## src/rtl/core/mcsr_pkg.sv

```systemverilog
`timescale 1ns / 1ps
`default_nettype none
package mcsr_pkg;

  localparam int RowsDefault = 64;
  localparam int ColumnsDefault = 64;
  localparam int IndexWidth = 6;
  localparam int CordicSteps = 24;
  localparam int StepWidth = 5;
  localparam logic signed [33:0] CordicGain = 34'sd652032874;
  localparam logic signed [23:0] ElemMax = 24'sd8388607;
  localparam logic signed [23:0] ElemMin = -24'sd8388608;

  typedef enum logic [1:0] {
    CMD_WRITE = 2'd0,
    CMD_READ = 2'd1,
    CMD_SWAP = 2'd2,
    CMD_ROTATE = 2'd3
  } cmd_t;

  typedef struct packed {
    logic [1:0] command;
    logic [5:0] row;
    logic [5:0] column_a;
    logic [5:0] column_b;
    logic signed [15:0] angle;
    logic signed [23:0] value;
  } in_word_t;

  typedef struct packed {
    logic signed [23:0] read_value;
    logic saturated;
  } out_word_t;

  typedef enum logic [3:0] {
    ST_IDLE,
    ST_CORDIC,
    ST_RD_A,
    ST_RD_B,
    ST_WAIT,
    ST_CALC,
    ST_WR_A,
    ST_WR_B,
    ST_SINGLE,
    ST_DONE
  } state_t;

  typedef struct packed {
    logic start;
    logic signed [15:0] angle;
  } cordic_req_t;

  typedef struct packed {
    logic done;
    logic signed [33:0] cos_v;
    logic signed [33:0] sin_v;
  } cordic_rsp_t;

  function automatic logic signed [33:0] atan_turn(input logic [StepWidth-1:0] i);
    logic signed [33:0] t;
    case (i)
      5'd0: t = 34'sd536870912;
      5'd1: t = 34'sd316933406;
      5'd2: t = 34'sd167458907;
      5'd3: t = 34'sd85004756;
      5'd4: t = 34'sd42667331;
      5'd5: t = 34'sd21354465;
      5'd6: t = 34'sd10679838;
      5'd7: t = 34'sd5340245;
      5'd8: t = 34'sd2670163;
      5'd9: t = 34'sd1335087;
      5'd10: t = 34'sd667544;
      5'd11: t = 34'sd333772;
      5'd12: t = 34'sd166886;
      5'd13: t = 34'sd83443;
      5'd14: t = 34'sd41722;
      5'd15: t = 34'sd20861;
      5'd16: t = 34'sd10430;
      5'd17: t = 34'sd5215;
      5'd18: t = 34'sd2608;
      5'd19: t = 34'sd1304;
      5'd20: t = 34'sd652;
      5'd21: t = 34'sd326;
      5'd22: t = 34'sd163;
      5'd23: t = 34'sd81;
      default: t = '0;
    endcase
    return t;
  endfunction

endpackage
`default_nettype wire

```

## src/rtl/core/mcsr_cordic.sv

```systemverilog
`timescale 1ns / 1ps
`default_nettype none
module mcsr_cordic
  import mcsr_pkg::*;
(
  input wire logic clk,
  input wire logic rst_n,
  input wire cordic_req_t req,
  output cordic_rsp_t rsp
);

  logic signed [33:0] x_r, x_nxt, y_r, y_nxt, z_r, z_nxt;
  logic flip_r, flip_nxt, busy_r, busy_nxt, done_r, done_nxt;
  logic [StepWidth-1:0] i_r, i_nxt;
  logic signed [15:0] red;
  logic far;

  always_comb begin
    far = (req.angle > 16'sd16384) || (req.angle < -16'sd16384);
    red = far ? req.angle - 16'sh8000 : req.angle;
    x_nxt = x_r;
    y_nxt = y_r;
    z_nxt = z_r;
    flip_nxt = flip_r;
    busy_nxt = busy_r;
    done_nxt = 1'b0;
    i_nxt = i_r;
    if (req.start) begin
      x_nxt = CordicGain;
      y_nxt = '0;
      z_nxt = {{2{red[15]}}, red, 16'd0};
      flip_nxt = far;
      busy_nxt = 1'b1;
      i_nxt = '0;
    end else if (busy_r) begin
      if (!z_r[33]) begin
        x_nxt = x_r - (y_r >>> i_r);
        y_nxt = y_r + (x_r >>> i_r);
        z_nxt = z_r - atan_turn(i_r);
      end else begin
        x_nxt = x_r + (y_r >>> i_r);
        y_nxt = y_r - (x_r >>> i_r);
        z_nxt = z_r + atan_turn(i_r);
      end
      i_nxt = i_r + 1'b1;
      if (i_r == StepWidth'(CordicSteps - 1)) begin
        busy_nxt = 1'b0;
        done_nxt = 1'b1;
      end
    end
  end

  always_ff @(posedge clk) begin
    if (!rst_n) begin
      busy_r <= 1'b0;
      done_r <= 1'b0;
    end else begin
      busy_r <= busy_nxt;
      done_r <= done_nxt;
    end
    x_r <= x_nxt;
    y_r <= y_nxt;
    z_r <= z_nxt;
    flip_r <= flip_nxt;
    i_r <= i_nxt;
  end

  assign rsp.done = done_r;
  assign rsp.cos_v = flip_r ? -x_r : x_r;
  assign rsp.sin_v = flip_r ? -y_r : y_r;

endmodule
`default_nettype wire

```

## config.mk

```make
export PLATFORM = sky130hd
export DESIGN_NAME = mcsr_cordic
export DESIGN_NICKNAME = d
export VERILOG_FILES = /design/src/rtl/core/mcsr_pkg.sv /design/src/rtl/core/mcsr_cordic.sv
export SDC_FILE = /design/constraint.sdc
export NUM_CORES = 1
export LEC_CHECK = 0
export ABC_AREA = 1
export BUFFER_PORTS_ARGS = -buffer_cell sky130_fd_sc_hd__buf_2
export CAP_MARGIN = 15
export CORE_ASPECT_RATIO = 0.5
export CORE_MARGIN = 2
export CORE_UTILIZATION = 35
export CTS_BUF_LIST = sky130_fd_sc_hd__clkbuf_16
export CTS_CLUSTER_SIZE = 14
export DETAILED_ROUTE_END_ITERATION = 12
export GPL_ROUTABILITY_DRIVEN = 0
export PLACE_DENSITY_LB_ADDON = 0.3
export RECOVER_POWER = 50
export SYNTH_ARGS = -nofsm -noshare
export SYNTH_HDL_FRONTEND = slang
export SYNTH_SLANG_ARGS = --single-unit
export TNS_END_PERCENT = 1
```

## constraint.sdc

```tcl
create_clock -name clk -period 6.16 [get_ports clk]
set_input_delay 0.308 -clock clk [delete_from_list [all_inputs] [get_ports clk]]
set_output_delay 0.308 -clock clk [all_outputs]
set_load 0.1 [all_outputs]
```

======== After elaboration in Yosys (flattened, before gate mapping) ========
Memory sizes are Yosys's and may differ from the RTL's. A register that Yosys moved wholly into a read port is not among the register bits.
Index checks and enable logic that the tools add are counted.
Widths: inputs -> output; s select.
operators by class
  add/subtract/negate cells ............... 10
  magnitude comparators ................... 2
  eq/ne operators ......................... 1
  shift-type cells ........................ 2
  multiplexer cells ....................... 22
  bitwise logic cells ..................... 2
  reduce and logical (&&, ||, !) cells .... 3
operators by type and width
  cell                    number
  $mux 34                 13
  $add 34x34->34          3
  $sub 34x34->34          3
  $neg 34->34             2
  $sshr 34x5->34          2
  $mux 5                  4
  $gt 16x16->1 const B    1
  $lt 16x15->1 const B    1
  $mux 16                 1
  $sub 16x16->16 const B  1
  $add 5x1->5 const B     1
  $eq 5x5->1 const B      1
  $mux 1                  4
  $reduce_or 3->1         1
  $not 1->1               2
  $reduce_bool 2->1       1
  $logic_or 1x1->1        1
word-level totals
  bits in registers ....................... 110
  memory bits (read-only) ................. 1920
  output and inout port bits .............. 69
  logic and storage cells ................. 52
  memories ................................ 2
memories
  name             depth  width  read ports  clocked after Yosys merged registers in  wr ports  RTL line        text
  (no name shown)  32     30     1           1                                        0         mcsr_pkg.sv:61  case (i)
  (no name shown)  32     30     1           1                                        0         mcsr_pkg.sv:61

======== Longest topological paths before layout ========
Gate-level depths: netlist of run 1.
  depth in word-level cells ............... 7
  gate-level depth with buffers ........... 38
  gate-level depth less buffers ........... 36

======== Worst setup path after synthesis of run 1 ========
Ideal clock, no wire load.
  path kind ............................... flip-flop to flip-flop
  from .................................... register i_r[0]
  to ...................................... register x_r[31]
  setup time .............................. 0.122 ns
  arrival ................................. 3.938 ns
  path slack .............................. 2.100 ns
  cell stages (with the launch flop) ...... 34
  path buffers ............................ 3
  clock period less this slack ............ 4.060 ns
  cell sequence ........................... dfxtp_1 buf_6 buf_6 buf_6 nand2_1 nand3_1 nand2_1 a21oi_1 o21ai_1 nand3_1 nand2_1 ha_1 nand3_1 nor2_2 nand2_1 nor2_2 inv_2 nor2_8 inv_2 o21ai_0 xor2_1 inv_1 ha_1 nand2_1 o21ai_0 a21oi_1 inv_1 nand2_1 nand2_1 a21oi_1 o21ai_0 nand3_1 a21oi_1 o21ai_0
on the way
  longest elaborated chain between the ends .. 3
  elaborated cells between the ends (all ways) .. 4
ends and longest elaborated chain
  what                                              RTL line                              text
  start, declared                                   mcsr_cordic.sv:14                     logic [StepWidth-1:0] i_r, i_nxt;
  start signal, assigned                            mcsr_cordic.sv:65                     i_r <= i_nxt;
  $sshr 34x5->34 *                                  mcsr_cordic.sv:37, mcsr_cordic.sv:41
  $sub 34x34->34 or $add 34x34->34 (tied branches)  mcsr_cordic.sv:37, mcsr_cordic.sv:41
  $mux 34 *                                         mcsr_cordic.sv:36                     if (!z_r[33]) begin
  end signal, assigned                              mcsr_cordic.sv:61                     x_r <= x_nxt;
  end, declared                                     mcsr_cordic.sv:12                     logic signed [33:0] x_r, x_nxt, y_r, y_nxt, z_r, z_nxt;
Mark *: on every way between the ends. The rest lies on a longest branch, timed or not.
A chain may end at the register's enable or synchronous reset.

==> metrics, run 1 <==
complex-gate fraction of the synthesized area between 10% and 20%; Starting Density a little over a third; main combinational cell family by area after synthesis simple AND/OR/NAND/NOR gates; total power roughly 12 mW; ys flop type dfxtp_1; Netlist cell types 60; cell depth of the worst hold path 3; Worst Tran Pin Value approximately 2.8 ns; Clock Path Buffers 2; worst-case register-to-register setup slack approximately 0.40 ns; Post-Syn Nets just over 3000; min-delay src rst_n; EDFF count, synth 19; Pleak between 9 and 10 nW; PwrDens around 620 nW/um^2; R2R Path Start busy_r$_SDFF_PN0_; gr usage total between 20% and 30%; core area approximately 50000 um^2; fraction of registers with async set or reset after synthesis 0%; first-pass GRT wire length just under 100000 um; post-synthesis register bit count 140; Core Rows 58; Mapped Cells between 2000 and 3000; largest net degree at the start of global routing 67; post-synthesis simple-gate area fraction about 40%; H-tree levels 4; CTS tree yes; worst setup path class reg -> reg; Final Non-Filler Cells between 3000 and 4000; WP data required approximately 6.5 ns; number of I/O port buffers 87; Synth Area in XOR/XNOR 10.3%; worst hold endpoint busy_r$_SDFF_PN0_; die width about 320 um; startpoint types flop; crit path max fanout 36; drt wl/cell 17.0 um; worst-skew pair later-pin latency between 0.4 and 0.5 ns; post-route ant nets 0; status complete, but fails checks; Die Area between 50000 and 60000 um^2; CTS resizes 0; fill count 5559; yosys warns 0; Avg Cell Area, Syn around 6.0 um^2; placed insts 3633; Final Util roughly two fifths; DR vias about 20000; maxcap violations 4; Cell Area, Synth 17800 um^2; TNS Setup 0 ns; max_slew headroom -85.0%; Final Hold Viols 0; Die H roughly 160 um; RSZ-0062 raised after global routing false; adder-cell share of the synthesized area between 8 and 9%; Post-CTS Setup Repair Bufs 0; Initial DRC Count approximately 2100; Congestion Overflow GR 0; fin crit period just under 6 ns; area delta synth->final 8.06%; Clock Root Buffer clkbuf_16; Critical-path top delay cell clkbuf_1; Worst Skew just under 0.02 ns; vias in the first global route 18424; initial antenna violation count 1; WP data arrival 6.06 ns; largest area contributor in the netlist nand2_1; most instantiated library cell after synthesis nand2_1; vias per std cell between 5 and 6; Setup crit end kind flop; register area share after synthesis 16.9%; Finish-stage setup viols 0; fmax 0.174 GHz; DRC Markers 0; fin crit share roughly 94%; mux contribution to synthesized area 0%; Synth top area share 16.1%; diode count 0; final wirelength 62500 um; FF-to-FF End z_r[30]$_DFFE_PP_; Final #Nets a little over 3000; Peak VDD IR 0.000533 V; worst path cell trace clkbuf_1 -> inv_1 -> nor2_2 -> clkbuf_1 -> inv_1 -> buf_4 -> a21oi_1 -> o21ai_0 -> o21ai_0; dpl hpwl between 40000 and 50000 um; Hold WS 0.0710 ns; failing checks max-capacitance violations, max-slew violations; Hold Path Class in -> reg; Num CTS Buffers 17; final max-slew violation count approximately 140; main area contributors after synthesis nand2_1 (16%), dfxtp_1 (14%), nand3_1 (12%); CTS clk-pin slew, worst paths 0.08 ns; max incr delay on CP between 1.5 and 2 ns; cts hold-fix bufs 0; clk sink count 140; drt first pass iters 6; synth cell count leaders nand2_1 (761), nand3_1 (419), inv_1 (268), nor2_1 (268), a21oi_1 (171); ratio of cells with drive above 1 in the final layout under 10%; Worst Reg-to-Reg Cells 9; num ports 88
==> routing by layer <==
metal / track usage [%] / up-vias / wire, um
li1: - / 9899 / -
met1: 32.9 / 9194 / 29200
met2: 37.5 / 756 / 27200
met3: 3.57 / 91 / 4720
met4: 6.82 / 0 / 1360
met5: 0 / - / 0
==> worst max path at each step <==
stage                              from                   end  slack, ns  depth (start not counted)
floorplan           i_r[0]$_SDFFE_PP0P_  x_r[31]$_SDFFE_PP0P_       2.10                         33
global placement    i_r[1]$_SDFFE_PP0P_  x_r[33]$_SDFFE_PP0P_       1.09                         34
detailed placement  i_r[1]$_SDFFE_PP0P_  x_r[33]$_SDFFE_PP0P_       0.97                         34
CTS                 i_r[1]$_SDFFE_PP0P_  x_r[33]$_SDFFE_PP0P_       0.93                         34
global route          busy_r$_SDFF_PN0_     z_r[30]$_DFFE_PP_       0.17                          9
finish                busy_r$_SDFF_PN0_     z_r[30]$_DFFE_PP_       0.40                          9
==> final cells by class <==
class | count | area (um^2) | area share (%)
clock buffers | 17 | 425 | 2.22
inverters | 281 | 1060 | 5.54
flip-flops and latches | 140 | 3000 | 15.6
well taps | 690 | 863 | 4.50
repair buffers | 111 | 593 | 3.09
multi-input cells | 2411 | 13100 | 68.3
clock inverters | 15 | 146 | 0.763
==> through the flow <==
| stage | cell area (um^2) | setup slack [ns] |
|---|---|---|
| detailed placement | 18700 | 0.968 |
| floorplan | 17800 | 2.10 |
| global route | 19200 | 0.175 |
| CTS | 19200 | 0.933 |
| finish | 19200 | 0.398 |
| global placement | 18700 | 1.09 |
==> cells by family after synthesis <==
logic type | count (synthesis)
buffers and inverters | 401
adder cells (fa/ha/maj) | 115
AND/OR/NAND/NOR | 1599
AO/OA/AOI/OAI | 489
flip-flops | 140
XOR/XNOR | 208
==> placed cells by master (no fill, tap or decap), types with 10 or more instances in the layout <==
cell type	n
inv_2	12
nand2_2	15
a21oi_1	171
nor3_1	37
o21ai_0	151
buf_2	51
o211ai_1	11
o21bai_1	10
a31oi_1	29
nor4_1	16
nand2_1	761
nand3_2	15
nand3_1	419
a21o_1	11
clkbuf_16	17
xor2_1	148
clkbuf_1	40
ha_1	112
nor2_2	17
buf_4	17
o22ai_1	33
dfxtp_1	117
nand4_1	27
o21a_1	10
xnor2_1	60
edfxtp_1	19
nor2_1	268
inv_1	270
o21ai_1	13
==> report_power, final <==
group          internal [mW]  switching, mW  leakage, nW
sequential              1.15          0.523         1.19
clock                  0.595          0.479        0.296
combinational           2.55           6.68         7.70
total                   4.30           7.69         9.19
==> critical path: cells and delay by family, from the launching register on <==
| kind | cells | cell delay (ns) |
|---|---|---|
| buffers and inverters | 5 | 4.63 |
| AOI/OAI and AO/OA | 3 | 0.38 |
| DFF | 1 | 0.31 |
| and+or+nand+nor | 1 | 0.18 |
Note: power is estimated with default switching activity, not from simulation.
==> run 2: changes to the inputs <==
Settings changed: BUFFER_PORTS_ARGS -buffer_cell sky130_fd_sc_hd__buf_2 to unset, DONT_BUFFER_PORTS set to 1.
==> run 2 against run 1 <==
Net effect: the run still ends with max-capacitance violations, max-slew violations left; combinational power is 2% higher; sequential power is essentially flat; routed wire length is 0.44% higher; setup slack gained 0.40 ns; cell area increased by 2.1%; die area unchanged; critical path type unchanged; sequential cell count did not move; hold slack lost 0.051 ns; cell count fell by 0.93%.
==> metrics, run 2 (same netlist as run 1, synthesis figures left out) <==
status complete, but fails checks (unchanged); failing checks max-capacitance violations, max-slew violations (unchanged); max incr delay on CP 0.57 ns (was 1.54 ns); Peak VDD IR 0.000514 V (was 0.000533 V); clk sink count 140 (unchanged); fmax 0.186 GHz (was 0.174 GHz); NetSw 7.80 mW (was 7.69 mW); WP data required 6.59 ns (was 6.46 ns); most frequent cells in the layout nand2_1 (761), nand3_1 (419), nor2_1 (270), inv_1 (269), a21oi_1 (171) (was nand2_1 (761), nand3_1 (419), inv_1 (270), nor2_1 (268), a21oi_1 (171)); Starting Density 35.4% (unchanged); Finish-stage setup viols 0 (unchanged); Pleak 9.22 nW (was 9.19 nW); worst-skew pair later-pin latency 0.48 ns (about the same); CP delay by family, top simple AND/OR/NAND/NOR gates (was buffers and inverters); Critical-path top delay cell buf_4 (was clkbuf_1); Die Area 52600 um^2 (unchanged); final wirelength 62800 um (was 62500 um); maxcap violations 7 (was 4); combinational share of power 76.3% (was 77.0%); Clk pwr share 9.9% (was 9.0%); area delta synth->final 10.3% (was 8.06%); TNS Setup 0 ns (unchanged); post-route ant nets 0 (unchanged); Final Util 39.1% (was 38.3%); CTS resizes 0 (unchanged); largest net degree at the start of global routing 67 (unchanged); worst setup path class reg -> reg (unchanged); CTS tree yes (unchanged); fill count 5462 (was 5559); vias in the first global route 18383 (was 18424); Setup crit end kind flop (unchanged); fin crit share 87.1% (was 93.5%); Placed Area 19100 um^2 (was 18700 um^2); ratio of cells with drive above 1 in the final layout 7.51% (was 6.49%); H-tree levels 4 (unchanged); WP data arrival 5.79 ns (was 6.06 ns); final max-slew violation count 133 (was 143); die width 322 um (unchanged); Clock Path Buffers 2 (unchanged); Worst Tran Pin Value 3.44 ns (was 2.78 ns); max_slew headroom -129% (was -85.0%); number of I/O port buffers 0 (was 87); P_int 4.51 mW (was 4.30 mW); fin crit period 5.36 ns (was 5.76 ns); most frequent CP cell nand2_1; most common cell after layout, fill and taps aside nand2_1 (unchanged); switch share 63.4% (was 64.1%); Num CTS Buffers 17 (unchanged); drt wl/cell 17.3 um (was 17.0 um); diode count 0 (unchanged); Worst Skew 0.0183 ns (was 0.0197 ns); DRC Markers 0 (unchanged); Congestion Overflow GR 0 (unchanged); dpl hpwl 48700 um (was 48600 um); first-pass GRT wire length 99500 um (was 98700 um); DR vias 19816 (was 19940); num ports 88 (unchanged); drt first pass iters 8 (was 6); final instance area 19600 um^2 (was 19200 um^2); total power 12.3 mW (was 12.0 mW); Worst Path Buf+Inv 6 (was 5); Initial DRC Count 2303 (was 2106); Die H 163 um (unchanged); RSZ-0062 raised after global routing false (unchanged); initial antenna violation count 0 (was 1); gr usage total 23.9% (was 23.6%); Clock Root Buffer clkbuf_16 (unchanged); Hold Path Class in -> reg (unchanged); core area 50100 um^2 (unchanged); Final #Nets 3062 (was 3096); CTS clk-pin slew, worst paths 0.08 ns (about the same); Core Rows 58 (unchanged); share of power burned in registers 13.8% (was 14.0%); crit path max fanout 66 (was 36); startpoint types flop (unchanged); PwrDens 628 nW/um^2 (was 625 nW/um^2); placed insts 3597 (was 3633); Final Hold Viols 0 (unchanged); vias per std cell 5.46 (was 5.44); Final Non-Filler Cells 3631 (was 3665)
[run 2: cell types whose count changed in the layout (fill, tap and decap cells not counted), moves of 4 or more]
| cell | before | now |
|---|---|---|
| buf_4 | 17 | 40 |
| xor2_2 | 0 | 53 |
| buf_2 | 51 | 0 |
| inv_8 | 1 | 5 |
| clkbuf_1 | 40 | 33 |
| xor2_1 | 148 | 95 |
| xnor2_2 | 0 | 6 |
| xnor2_1 | 60 | 54 |
[run 2: worst reg2reg max path, delay by kind of cell, from the launching register on]
family / cells / cell delay, ns
and+or+nand+nor: 24 / 3.20
buffers and inverters: 6 / 0.97
adders and majority gates: 2 / 0.58
DFF: 1 / 0.35
AOI/OAI and AO/OA: 2 / 0.24
[run 2: final timing paths]
kind,startpoint,endpoint,slack [ns],depth (start not counted)
worst max-delay path,i_r[1]$_SDFFE_PP0P_,x_r[33]$_SDFFE_PP0P_,0.80,34
worst min-delay path,req[7],z_r[23]$_DFFE_PP_,0.02,2
worst max register to register,i_r[1]$_SDFFE_PP0P_,x_r[33]$_SDFFE_PP0P_,0.80,34
worst min register to register,z_r[8]$_SDFFE_PP0P_,z_r[8]$_SDFFE_PP0P_,0.48,2
[run 2: what timing repair did]
item,in CTS,in global routing
hold endpoints to repair,10,0
hold buffers,2,0
setup buffers,0,0
[run 2: layer usage]
layer	up-vias	track usage, %	part of all wire (%)
li1	9785	-	-
met1	9176	33.3	47
met2	739	37.2	43
met3	116	4.13	7.9
met4	0	7.65	2.6
met5	-	0	0
[run 2: per-stage QoR]
stage          hold slack (ns)  worst slack [ns]
5_1_grt                 0.0146             0.333
3_3_place_gp             0.415             0.981
4_1_cts                0.00664             0.959
6_report                0.0204             0.797
3_5_place_dp             0.417             0.989
2_1_floorplan            0.420              2.10
[run 2: power by group through the flow]
| stage | clock network [mW] | registers, mW | logic [mW] |
|---|---|---|---|
| after floorplan | 0 | 1.39 | 7.51 |
| after global placement | 0 | 1.70 | 9.35 |
| after detailed placement | 0 | 1.69 | 9.38 |
| after CTS | 1.23 | 1.67 | 9.44 |
| after global routing | 1.27 | 1.72 | 10.3 |
| final | 1.22 | 1.70 | 9.38 |
[run 2: layout make-up]
class                           instances  area, um^2  share of cell area [%]
Inverter                              281        1060                    5.42
Sequential cell                       140        3000                    15.3
Multi-Input combinational cell       2411       13500                    69.1
Clock buffer                           17         425                    2.17
Tap cell                              690         863                    4.41
Clock inverter                         15         229                    1.17
Timing Repair Buffer                   77         484                    2.47
